==> src/hw/rtl/iodbmt_pkg.sv <==
// Types and constants shared by the I/O doorbell match table.
// No dependencies.
`timescale 1ns / 1ps

package iodbmt_pkg;

  localparam logic [1:0] FUNC_ASSIGN   = 2'd0;
  localparam logic [1:0] FUNC_DEASSIGN = 2'd1;
  localparam logic [1:0] FUNC_ACCESS   = 2'd2;

  localparam logic [1:0] ST_OK    = 2'd0;
  localparam logic [1:0] ST_INVAL = 2'd1;
  localparam logic [1:0] ST_EXIST = 2'd2;
  localparam logic [1:0] ST_FULL  = 2'd3;

  localparam logic [3:0] LEN_B = 4'd1;
  localparam logic [3:0] LEN_W = 4'd2;
  localparam logic [3:0] LEN_D = 4'd4;
  localparam logic [3:0] LEN_Q = 4'd8;

  typedef struct packed {
    logic [15:0] ev;
    logic [63:0] addr;
    logic [63:0] data;
    logic [3:0]  len;
    logic        space;
    logic        wild;
  } entry_t;

  typedef struct packed {
    logic conflict;
    logic hit;
    logic ev_eq;
  } match_t;

  typedef enum logic [2:0] {
    S_IDLE,
    S_SCAN,
    S_SHIFT,
    S_WRITE,
    S_DONE
  } state_t;

endpackage

==> src/hw/rtl/iodbmt_ram.sv <==
// Generic simple dual-port RAM, one write and one registered read port.
// No dependencies.
`timescale 1ns / 1ps

module iodbmt_ram #(
  parameter int WIDTH = 8,
  parameter int DEPTH = 16
) (
  input  logic                                     clk,
  input  logic                                     we,
  input  logic [((DEPTH > 1) ? $clog2(DEPTH) : 1)-1:0] waddr,
  input  logic [WIDTH-1:0]                         wdata,
  input  logic [((DEPTH > 1) ? $clog2(DEPTH) : 1)-1:0] raddr,
  output logic [WIDTH-1:0]                         rdata
);

  logic [WIDTH-1:0] mem [DEPTH];

  always_ff @(posedge clk) begin
    if (we) begin
      mem[waddr] <= wdata;
    end
    rdata <= mem[raddr];
  end

endmodule

==> src/hw/rtl/iodbmt_cmp.sv <==
// Entry compare unit: checks one stored entry against the request.
// Depends on iodbmt_pkg.
`timescale 1ns / 1ps

module iodbmt_cmp (
  input  iodbmt_pkg::entry_t ent,
  input  iodbmt_pkg::entry_t req,
  output iodbmt_pkg::match_t flags
);
  import iodbmt_pkg::*;

  logic addr_eq;
  logic space_eq;
  logic data_eq;

  assign addr_eq  = (ent.addr == req.addr);
  assign space_eq = (ent.space == req.space);
  assign data_eq  = (ent.data == req.data);

  assign flags.ev_eq    = (ent.ev == req.ev);
  assign flags.conflict = flags.ev_eq && addr_eq && space_eq &&
                          (ent.wild || req.wild || data_eq);
  // access: entry length covers the access size, size 0 matches anything
  assign flags.hit      = space_eq && addr_eq && (ent.len >= req.len) &&
                          (ent.wild || data_eq);

endmodule

==> src/hw/rtl/io_doorbell_match_table_top.sv <==
// I/O doorbell match table top: sequencer, entry count and result registers.
// Depends on iodbmt_pkg, iodbmt_ram, iodbmt_cmp.
`timescale 1ns / 1ps

// One item at a time: busy is high from the accepting edge until the result
// strobe. The result is on out_* for exactly one cycle with out_valid high and
// cannot be held off. Entries live in one RAM with a single registered read
// port, walked one entry per cycle. Reads, unknown funcs, assigns rejected as
// invalid or full, and deassigns or accesses on an empty table go straight to
// the result; a scan stops at a conflict, match, hit or the last entry; a
// deassign that finds its entry moves every later entry down one place to
// close the gap; an assign that appends adds a write state. The table starts
// empty after reset with no clearing pass.
module io_doorbell_match_table_top #(
  parameter int ENTRIES = 16
) (
  input  logic        clk,
  input  logic        rst_n,
  input  logic        start,
  output logic        busy,
  input  logic [1:0]  in_func,
  input  logic [15:0] in_event_id,
  input  logic [63:0] in_address,
  input  logic [3:0]  in_length,
  input  logic [63:0] in_value,
  input  logic        in_is_pio,
  input  logic        in_match_data,
  input  logic        in_is_read,
  output logic        out_valid,
  output logic [1:0]  out_status,
  output logic        out_hit,
  output logic [15:0] out_hit_event_id,
  output logic        out_read_value
);
  import iodbmt_pkg::*;

  localparam int IW = (ENTRIES > 1) ? $clog2(ENTRIES) : 1;
  localparam int CW = $clog2(ENTRIES + 1);

  state_t          state_r, state_nxt;
  logic [CW-1:0]   count_r, count_nxt;
  logic [CW-1:0]   idx_r, idx_nxt;
  logic            cmp_vld_r, cmp_vld_nxt;
  logic [IW-1:0]   cmp_idx_r, cmp_idx_nxt;
  logic [1:0]      func_r, func_nxt;
  entry_t          req_r, req_nxt;
  logic [1:0]      status_r, status_nxt;
  logic            hit_r, hit_nxt;
  logic [15:0]     hev_r, hev_nxt;

  logic            ram_we;
  logic [IW-1:0]   ram_waddr;
  entry_t          ram_wdata;
  entry_t          ram_rdata;
  match_t          flags;

  logic [64:0]     end_addr;
  logic            len_ok;
  logic            last;
  logic            more;

  iodbmt_ram #(
    .WIDTH($bits(entry_t)),
    .DEPTH(ENTRIES)
  ) u_ram (
    .clk  (clk),
    .we   (ram_we),
    .waddr(ram_waddr),
    .wdata(ram_wdata),
    .raddr(idx_r[IW-1:0]),
    .rdata(ram_rdata)
  );

  iodbmt_cmp u_cmp (
    .ent  (ram_rdata),
    .req  (req_r),
    .flags(flags)
  );

  assign end_addr = {1'b0, in_address} + {61'd0, in_length};
  assign len_ok   = (in_length == LEN_B) || (in_length == LEN_W) ||
                    (in_length == LEN_D) || (in_length == LEN_Q);
  assign last     = ((CW'(cmp_idx_r) + CW'(1)) == count_r);
  assign more     = (idx_r < count_r);

  always_ff @(posedge clk) begin
    if (!rst_n) begin
      state_r   <= S_IDLE;
      count_r   <= '0;
      cmp_vld_r <= 1'b0;
    end else begin
      state_r   <= state_nxt;
      count_r   <= count_nxt;
      cmp_vld_r <= cmp_vld_nxt;
    end
  end

  always_ff @(posedge clk) begin
    idx_r     <= idx_nxt;
    cmp_idx_r <= cmp_idx_nxt;
    func_r    <= func_nxt;
    req_r     <= req_nxt;
    status_r  <= status_nxt;
    hit_r     <= hit_nxt;
    hev_r     <= hev_nxt;
  end

  always_comb begin
    state_nxt   = state_r;
    count_nxt   = count_r;
    idx_nxt     = idx_r;
    cmp_vld_nxt = 1'b0;
    cmp_idx_nxt = cmp_idx_r;
    func_nxt    = func_r;
    req_nxt     = req_r;
    status_nxt  = status_r;
    hit_nxt     = hit_r;
    hev_nxt     = hev_r;
    ram_we      = 1'b0;
    ram_waddr   = count_r[IW-1:0];
    ram_wdata   = req_r;

    unique case (state_r)
      S_IDLE: begin
        if (start) begin
          func_nxt       = in_func;
          req_nxt.ev     = in_event_id;
          req_nxt.addr   = in_address;
          req_nxt.len    = in_length;
          req_nxt.space  = in_is_pio;
          req_nxt.wild   = !in_match_data;
          req_nxt.data   = (in_func == FUNC_ASSIGN && !in_match_data) ? 64'd0 : in_value;
          status_nxt     = ST_OK;
          hit_nxt        = 1'b0;
          hev_nxt        = 16'd0;
          idx_nxt        = '0;
          state_nxt      = S_DONE;
          case (in_func)
            FUNC_ASSIGN: begin
              if (end_addr[64] || !len_ok) begin
                status_nxt = ST_INVAL;
              end else if (count_r == CW'(ENTRIES)) begin
                status_nxt = ST_FULL;
              end else if (count_r == '0) begin
                state_nxt = S_WRITE;
              end else begin
                state_nxt = S_SCAN;
              end
            end
            FUNC_DEASSIGN: begin
              if (count_r != '0) begin
                state_nxt = S_SCAN;
              end
            end
            FUNC_ACCESS: begin
              if (!in_is_read && count_r != '0) begin
                state_nxt = S_SCAN;
              end
            end
            default: begin
              status_nxt = ST_INVAL;
            end
          endcase
        end
      end

      S_SCAN: begin
        cmp_vld_nxt = more;
        cmp_idx_nxt = idx_r[IW-1:0];
        if (more) begin
          idx_nxt = idx_r + CW'(1);
        end
        if (cmp_vld_r) begin
          case (func_r)
            FUNC_ASSIGN: begin
              if (flags.conflict) begin
                status_nxt = ST_EXIST;
                state_nxt  = S_DONE;
              end else if (last) begin
                state_nxt = S_WRITE;
              end
            end
            FUNC_DEASSIGN: begin
              if (flags.ev_eq) begin
                idx_nxt     = CW'(cmp_idx_r) + CW'(1);
                cmp_vld_nxt = 1'b0;
                state_nxt   = S_SHIFT;
              end else if (last) begin
                state_nxt = S_DONE;
              end
            end
            default: begin
              if (flags.hit) begin
                hit_nxt   = 1'b1;
                hev_nxt   = ram_rdata.ev;
                state_nxt = S_DONE;
              end else if (last) begin
                state_nxt = S_DONE;
              end
            end
          endcase
        end
      end

      S_SHIFT: begin
        // read entry i, write it back at i - 1 on the next cycle
        cmp_vld_nxt = more;
        cmp_idx_nxt = idx_r[IW-1:0];
        if (more) begin
          idx_nxt = idx_r + CW'(1);
        end
        if (cmp_vld_r) begin
          ram_we    = 1'b1;
          ram_waddr = cmp_idx_r - IW'(1);
          ram_wdata = ram_rdata;
        end else if (!more) begin
          count_nxt = count_r - CW'(1);
          state_nxt = S_DONE;
        end
      end

      S_WRITE: begin
        ram_we    = 1'b1;
        ram_waddr = count_r[IW-1:0];
        ram_wdata = req_r;
        count_nxt = count_r + CW'(1);
        state_nxt = S_DONE;
      end

      S_DONE: begin
        state_nxt = S_IDLE;
      end

      default: begin
        state_nxt = S_IDLE;
      end
    endcase
  end

  assign busy             = (state_r != S_IDLE);
  assign out_valid        = (state_r == S_DONE);
  assign out_status       = status_r;
  assign out_hit          = hit_r;
  assign out_hit_event_id = hev_r;
  assign out_read_value   = 1'b0;

`ifndef SYNTHESIS
  a_count_max: assert property (@(posedge clk) disable iff (!rst_n)
    count_r <= CW'(ENTRIES))
    else $error("entry count above table size");

  a_count_then_result: assert property (@(posedge clk) disable iff (!rst_n)
    (count_r != $past(count_r)) |-> out_valid)
    else $error("entry count changed without a result");

  a_hit_ok: assert property (@(posedge clk) disable iff (!rst_n)
    out_valid && out_hit |-> (out_status == ST_OK))
    else $error("hit reported with nonzero status");

  a_result_idle: assert property (@(posedge clk) disable iff (!rst_n)
    out_valid |=> !busy && !out_valid)
    else $error("result not followed by idle");
`endif

endmodule

==> config.mk <==
export PLATFORM = sky130hd
export DESIGN_NAME = io_doorbell_match_table_top
export DESIGN_NICKNAME = d
export VERILOG_FILES = /design/src/hw/rtl/iodbmt_pkg.sv /design/src/hw/rtl/iodbmt_ram.sv /design/src/hw/rtl/iodbmt_cmp.sv /design/src/hw/rtl/io_doorbell_match_table_top.sv
export SDC_FILE = /design/constraint.sdc
export NUM_CORES = 2
export LEC_CHECK = 0
export ABC_CLOCK_PERIOD_IN_PS = 9000
export BUFFER_PORTS_ARGS = -buffer_cell sky130_fd_sc_hd__buf_2
export CAP_MARGIN = 25
export CORE_ASPECT_RATIO = 1.1
export CORE_MARGIN = 10
export CORE_UTILIZATION = 43
export CTS_BUF_LIST = sky130_fd_sc_hd__clkbuf_8
export CTS_CLUSTER_SIZE = 25
export DETAILED_ROUTE_END_ITERATION = 12
export PLACE_DENSITY = 0.71
export RECOVER_POWER = 50
export SYNTH_ARGS = -nofsm -noshare
export SYNTH_HDL_FRONTEND = slang
export SYNTH_SLANG_ARGS = --single-unit
==> constraint.sdc <==
create_clock -name clk -period 9 [get_ports clk]
set_clock_uncertainty 0.05 [all_clocks]
set_input_delay 0.45 -clock clk [delete_from_list [all_inputs] [get_ports clk]]
set_output_delay 0.45 -clock clk [all_outputs]
set_load 0.01 [all_outputs]
Word level (Yosys, flattened, before mapping)
Memory sizes are Yosys's and may differ from the RTL's. A register that Yosys moved wholly into a read port is not among the register bits. Index checks and enable logic that the tools add are counted.

RAM bits: 2400. Register bits: 189. Input bits: 156. Memories kept: 1. Output and inout port bits: 22. Word-level logic and storage cells: 142.

Order comparisons: 2. $add $sub $neg: 6. Reductions and logical operators: 36. Muxes and demuxes: 56. Eq/ne operators: 26.

Memory list: u_ram.mem (depth 16, width 150, rd ports 1, clocked after Yosys merged registers in 1, wr ports 1, RTL line iodbmt_ram.sv:17) `logic [WIDTH-1:0] mem [DEPTH];`.

Operator list (count): $mux 150 (2); $eq 64x64->1 (2); $add 64x4->65 (1); $mux 16 (4); $mux 3 (13); $mux 5 (7); $pmux 16 s2 (1); $eq 16x16->1 (1); $ne 2x2->1 const B (8); $pmux 5 s3 (1); $reduce_and 5->1 (3); $mux 2 (7); $pmux 3 s4 (1); $add 5x1->5 const B (2); $mux 1 (10); $pmux 5 s2 (1); $pmux 3 s3 (1); $logic_and 1x1->1 (8); $mux 4 (2); $pmux 2 s2 (2); $logic_or 1x1->1 (7); $eq 3x2->1 const B (2); $pmux 1 s2 (3); $pmux 3 s2 (1); other kinds (27) (36).

Depth between registers and ports, before layout
Word-level depth: 10. Depth in mapped cells: 11. Depth with buffers taken out: 10.

Modules after synthesis
A second synthesis with hierarchy kept.

Cell total of the unflattened synthesis: 5097. Area total of the unflattened synthesis: 104182.4 um2.

By module, submodules not included: iodbmt_ram (times used 1, seq. area each 75072.0 um2, area an instance 93189.4 um2, cells each 3918); io_doorbell_match_table_top (times used 1, seq. area each 5585.4 um2, area an instance 9312.7 um2, cells each 970); iodbmt_cmp (times used 1, seq. area each 0.0 um2, area an instance 1680.4 um2, cells each 209).

Worst setup path after synthesis
OpenSTA, ideal clock, no wires.

Path kind: register -> register. Start point: reg state_r[1]. End point: mem u_ram.mem[1][0] (netlist bit), enable pin. Path buffers: 3. Arrival time: 7700 ps. Setup slack: 588 ps. Library setup time: 661 ps. Period minus slack after synthesis: 8412 ps. Required time: 8289 ps. Cell stages (with the launch flop): 8. Cell sequence: dfxtp_1 -> buf_2 -> nand2b_1 -> nor3b_1 -> clkbuf_1 -> buf_2 -> a32oi_1 -> nor2_1.

Longest elaborated chain between the ends: 4. Elaborated cells on any way between the ends: 6. Classes of those cells: eq/ne (2); mux (4).

RTL lines: from (decl) (RTL line io_doorbell_match_table_top.sv:40) `state_t state_r, state_nxt;`; from (signal assigned) (RTL line io_doorbell_match_table_top.sv:92) `state_r <= state_nxt;`; $eq 3x2->1 (RTL line io_doorbell_match_table_top.sv:123) `unique case (state_r)`; $pmux 1 s2 (RTL line io_doorbell_match_table_top.sv:123); $mux 1 (RTL line iodbmt_ram.sv:20) `if (we) begin`; $mux 1 (implied by the code) (RTL line iodbmt_ram.sv:21) `mem[waddr] <= wdata;`; to (decl) (RTL line iodbmt_ram.sv:17).

Parallel ways exist; a longest one is shown, timed or not.

Final worst setup path
Start point: reg state_r[0]. End point: reg req_r[39] (netlist bit), enable pin.

Longest elaborated chain between the ends: 2.

RTL lines: $logic_not 3->1 (RTL line io_doorbell_match_table_top.sv:123); $reduce_and 2->1 (no line); to (signal assigned) (RTL line io_doorbell_match_table_top.sv:102) `req_r <= req_nxt;`; to (decl) (RTL line io_doorbell_match_table_top.sv:46) `entry_t req_r, req_nxt;`.

No other way between the ends. A chain may end at the register's enable or synchronous reset.

==> reports/metrics.cfg <==
[critical_path]
crit_arrival_ns=6.87
cp-start-kind=flop
critical_path_required_ns=9.49
path_cells=or3_1 -> nor2_4 -> clkbuf_1 -> clkbuf_2
crit_family=buffers and inverters
path_class=reg2reg
cp-end-kind=flop
critical-path-max-stage-delay_ns=3.14
cpMaxStageDelayCell=clkbuf_2
crit_path_max_fanout=119
worst-path-buf-inv=2

[routing]
wl_per_cell_um=26.7
vias=55064
wirelength_mm=258
ant_nets=0
drtPass1Iterations=5
vias_per_cell=5.69
first_iter_violations=5942
drc=0

[global_route]
grt_usage_pct=18.7
grt_pass1_vias=56107
grt_overflow=0
grt_first_pass_wirelength_mm=376
grt_max_degree=131
antenna_found_initial=17

[floorplanning]
die_w_um=492
ios=178
num_rows=190
core-area_um2=244000
initial_core_util_pct=43.3
die_h_um=539
design.die.area_um2=265000

[run_status]
violations=max-capacitance violations, max-slew violations
status=finished with violations

[synth]
synth_mux_area_share_pct=13.9
synth_nets=5669
synth_area_leaders=edfxtp_1 (74%), mux4_2 (6.4%), mux2i_1 (4.3%)
synthesis.area_um2=105000
synth_enable_flop_cells=2580
synth_xor_area_share_pct=1.30
yosysWarnings=0
synth_adder_area_share_pct=0.221
syn_avg_cell_area_um2=19.2
synthFlopType=edfxtp_1
synth_top_family_by_area=multiplexers
synthSimpleGateAreaFrac_pct=1.91
yosys.area.top_type_share_pct=73.5
synth_compound_area_share_pct=4.93
synth_seq_area_share_pct=76.5
synth_cell_types=62
yosysTopAreaCell=edfxtp_1
ys_seq_elements=2739
syn_inst=5495
async_flop_share_pct=0

[sta]
relSlewSlack_pct=-189
worstMarginPinSlew_ns=4.33
fin_crit_sh_pct=71.0
setup_violations=0
rsz0062_at_grt=no
min_period_ns=6.39
hold_violations=0
fin_setup_tns_ns=0
clock.fmax_mhz=157
report.final.slew_viol_count=445

[clock_network]
clockRootBuffer=clkbuf_8
tritoncts=built
ctsHtreeMaxLevel=5
cts_max_path_buffers=4
insertion_delay_ns=1.10
numCtsBuffers=424
post-cts-setup-buffer-count=0
cts.sinks=2739
clk_pin_slew_ns=0.06

[cells_and_area]
final_cell_mix=edfxtp_1 (2580), clkbuf_8 (472), mux2i_1 (454)
synthToLayoutAreaGrowth_pct=13.5
drive_above_1_share_pct=18.3
layout_commonest_cell=edfxtp_1
stdcell_area_um2=120000
n_fill_cell=19588
fin_nets=6246

[place]
gp_congestion=0.787
portBuffers=176
placed_area_um2=110000
hpwl_mm=132

[pwr]
peakVddDrop_mv=0.151
powerDensity_nw_per_um2=222
p_leak_nw=39.2

[flow_run]
maxCapViolations=8

[worst_hold_path]
hold_path_class=in2reg

## power breakdown
| group | switching (W) | leakage [nW] | total (W) | internal [W] |
|---|---|---|---|---|
| Clock | 0.00465 | 4.59 | 0.00951 | 0.00486 |
| Sequential | 0.000214 | 24.7 | 0.0146 | 0.0144 |
| Combinational | 0.00152 | 9.95 | 0.00242 | 0.000897 |
| Total | 0.00639 | 39.2 | 0.0265 | 0.0201 |
## worst min-delay path: cells and delay by family
kind / cells / cell delay (ns)
AOI/OAI and AO/OA: 3 / 0.41
and+or+nand+nor: 1 / 0.12
muxes: 1 / 0.09
buffers and inverters: 1 / 0.10
## final cells by class
type | instances | area, µm² | share of cell area, %
Clock buffer | 472 | 6500 | 5.43
Antenna cell | 10 | 25.0 | 0.0209
Clock inverter | 285 | 1230 | 1.03
Tap cell | 3264 | 4080 | 3.41
Timing Repair Buffer | 434 | 3420 | 2.86
Multi-Input combinational cell | 2451 | 23600 | 19.7
Inverter | 22 | 82.6 | 0.0690
Sequential cell | 2739 | 80700 | 67.4
## timing repair
action / in CTS / in global routing
gates resized for setup: 0 / 0
hold endpoints to repair: 168 / 0
hold buffers: 169 / 0
## final timing paths
kind | from | endpoint | slack, ns | cells past startpoint
worst max-delay path | state_r[0] | req_r[39] | 2.61 | 4
worst min-delay path | in_is_read | state_r[0] | 0.09 | 6
worst max register to register | state_r[0] | req_r[39] | 2.61 | 4
worst min register to register | u_ram.rdata[137] | out_hit_event_id[3] | 0.53 | 1
## cell usage after synthesis (10+ instances only)
cell type  count
a22oi_1      151
xor2_1       137
o21ai_1       18
nor2_1        39
nor4_1        37
a21o_1        10
buf_1         25
buf_2        103
inv_1         21
mux2_2       295
nand2b_1      10
a221oi_1     150
nand4_1       27
nor2b_1       71
dfxtp_1      159
o21ai_0      296
mux4_2       300
a21oi_1      165
nand2_1      175
and2_1        19
ha_1          17
clkbuf_1     149
edfxtp_1    2580
xnor2_1       17
mux2i_1      454
nor3_1        10
## routing by layer
metal  share of wire [%]  wire length (µm)  global-route usage [%]
met3                 8.0             20700                    3.61
met4                 2.4              6220                    5.47
met1                  41            106000                    25.7
met5              0.0050                13                       0
met2                  48            125000                    30.5
## state kept, by name, indices dropped and copies added (netlist names), 3 cells and up
register,cells
cmp_idx_r,4
u_ram.rdata,150
req_r,150
u_ram.mem,2400
out_hit_event_id,16
idx_r,5
count_r,5
state_r,3
## per-stage QoR
stage | worst slack (ns) | power, W | hold slack (ns) | std cells | util (%)
2_1_floorplan | 0.588 | 0.0163 | 0.430 | 5495 | -
3_3_place_gp | 4.07 | 0.0171 | 0.518 | 8740 | 45.3
3_5_place_dp | 4.11 | 0.0172 | 0.515 | 8740 | 45.3
4_1_cts | 4.04 | 0.0267 | 0.00359 | 9666 | 49.2
5_1_grt | 2.22 | 0.0274 | 0.0262 | 9673 | 49.1
6_report | 2.61 | 0.0265 | 0.0882 | 9677 | 49.1
## cells by family after synthesis
group,after synthesis
AND/OR/NAND/NOR,404
AO/OA/AOI/OAI,824
other,1
XOR/XNOR,155
buffers and inverters,305
multiplexers,1049
flip-flops,2739
adder cells (fa/ha/maj),18
(Power assumes the default switching activity.)
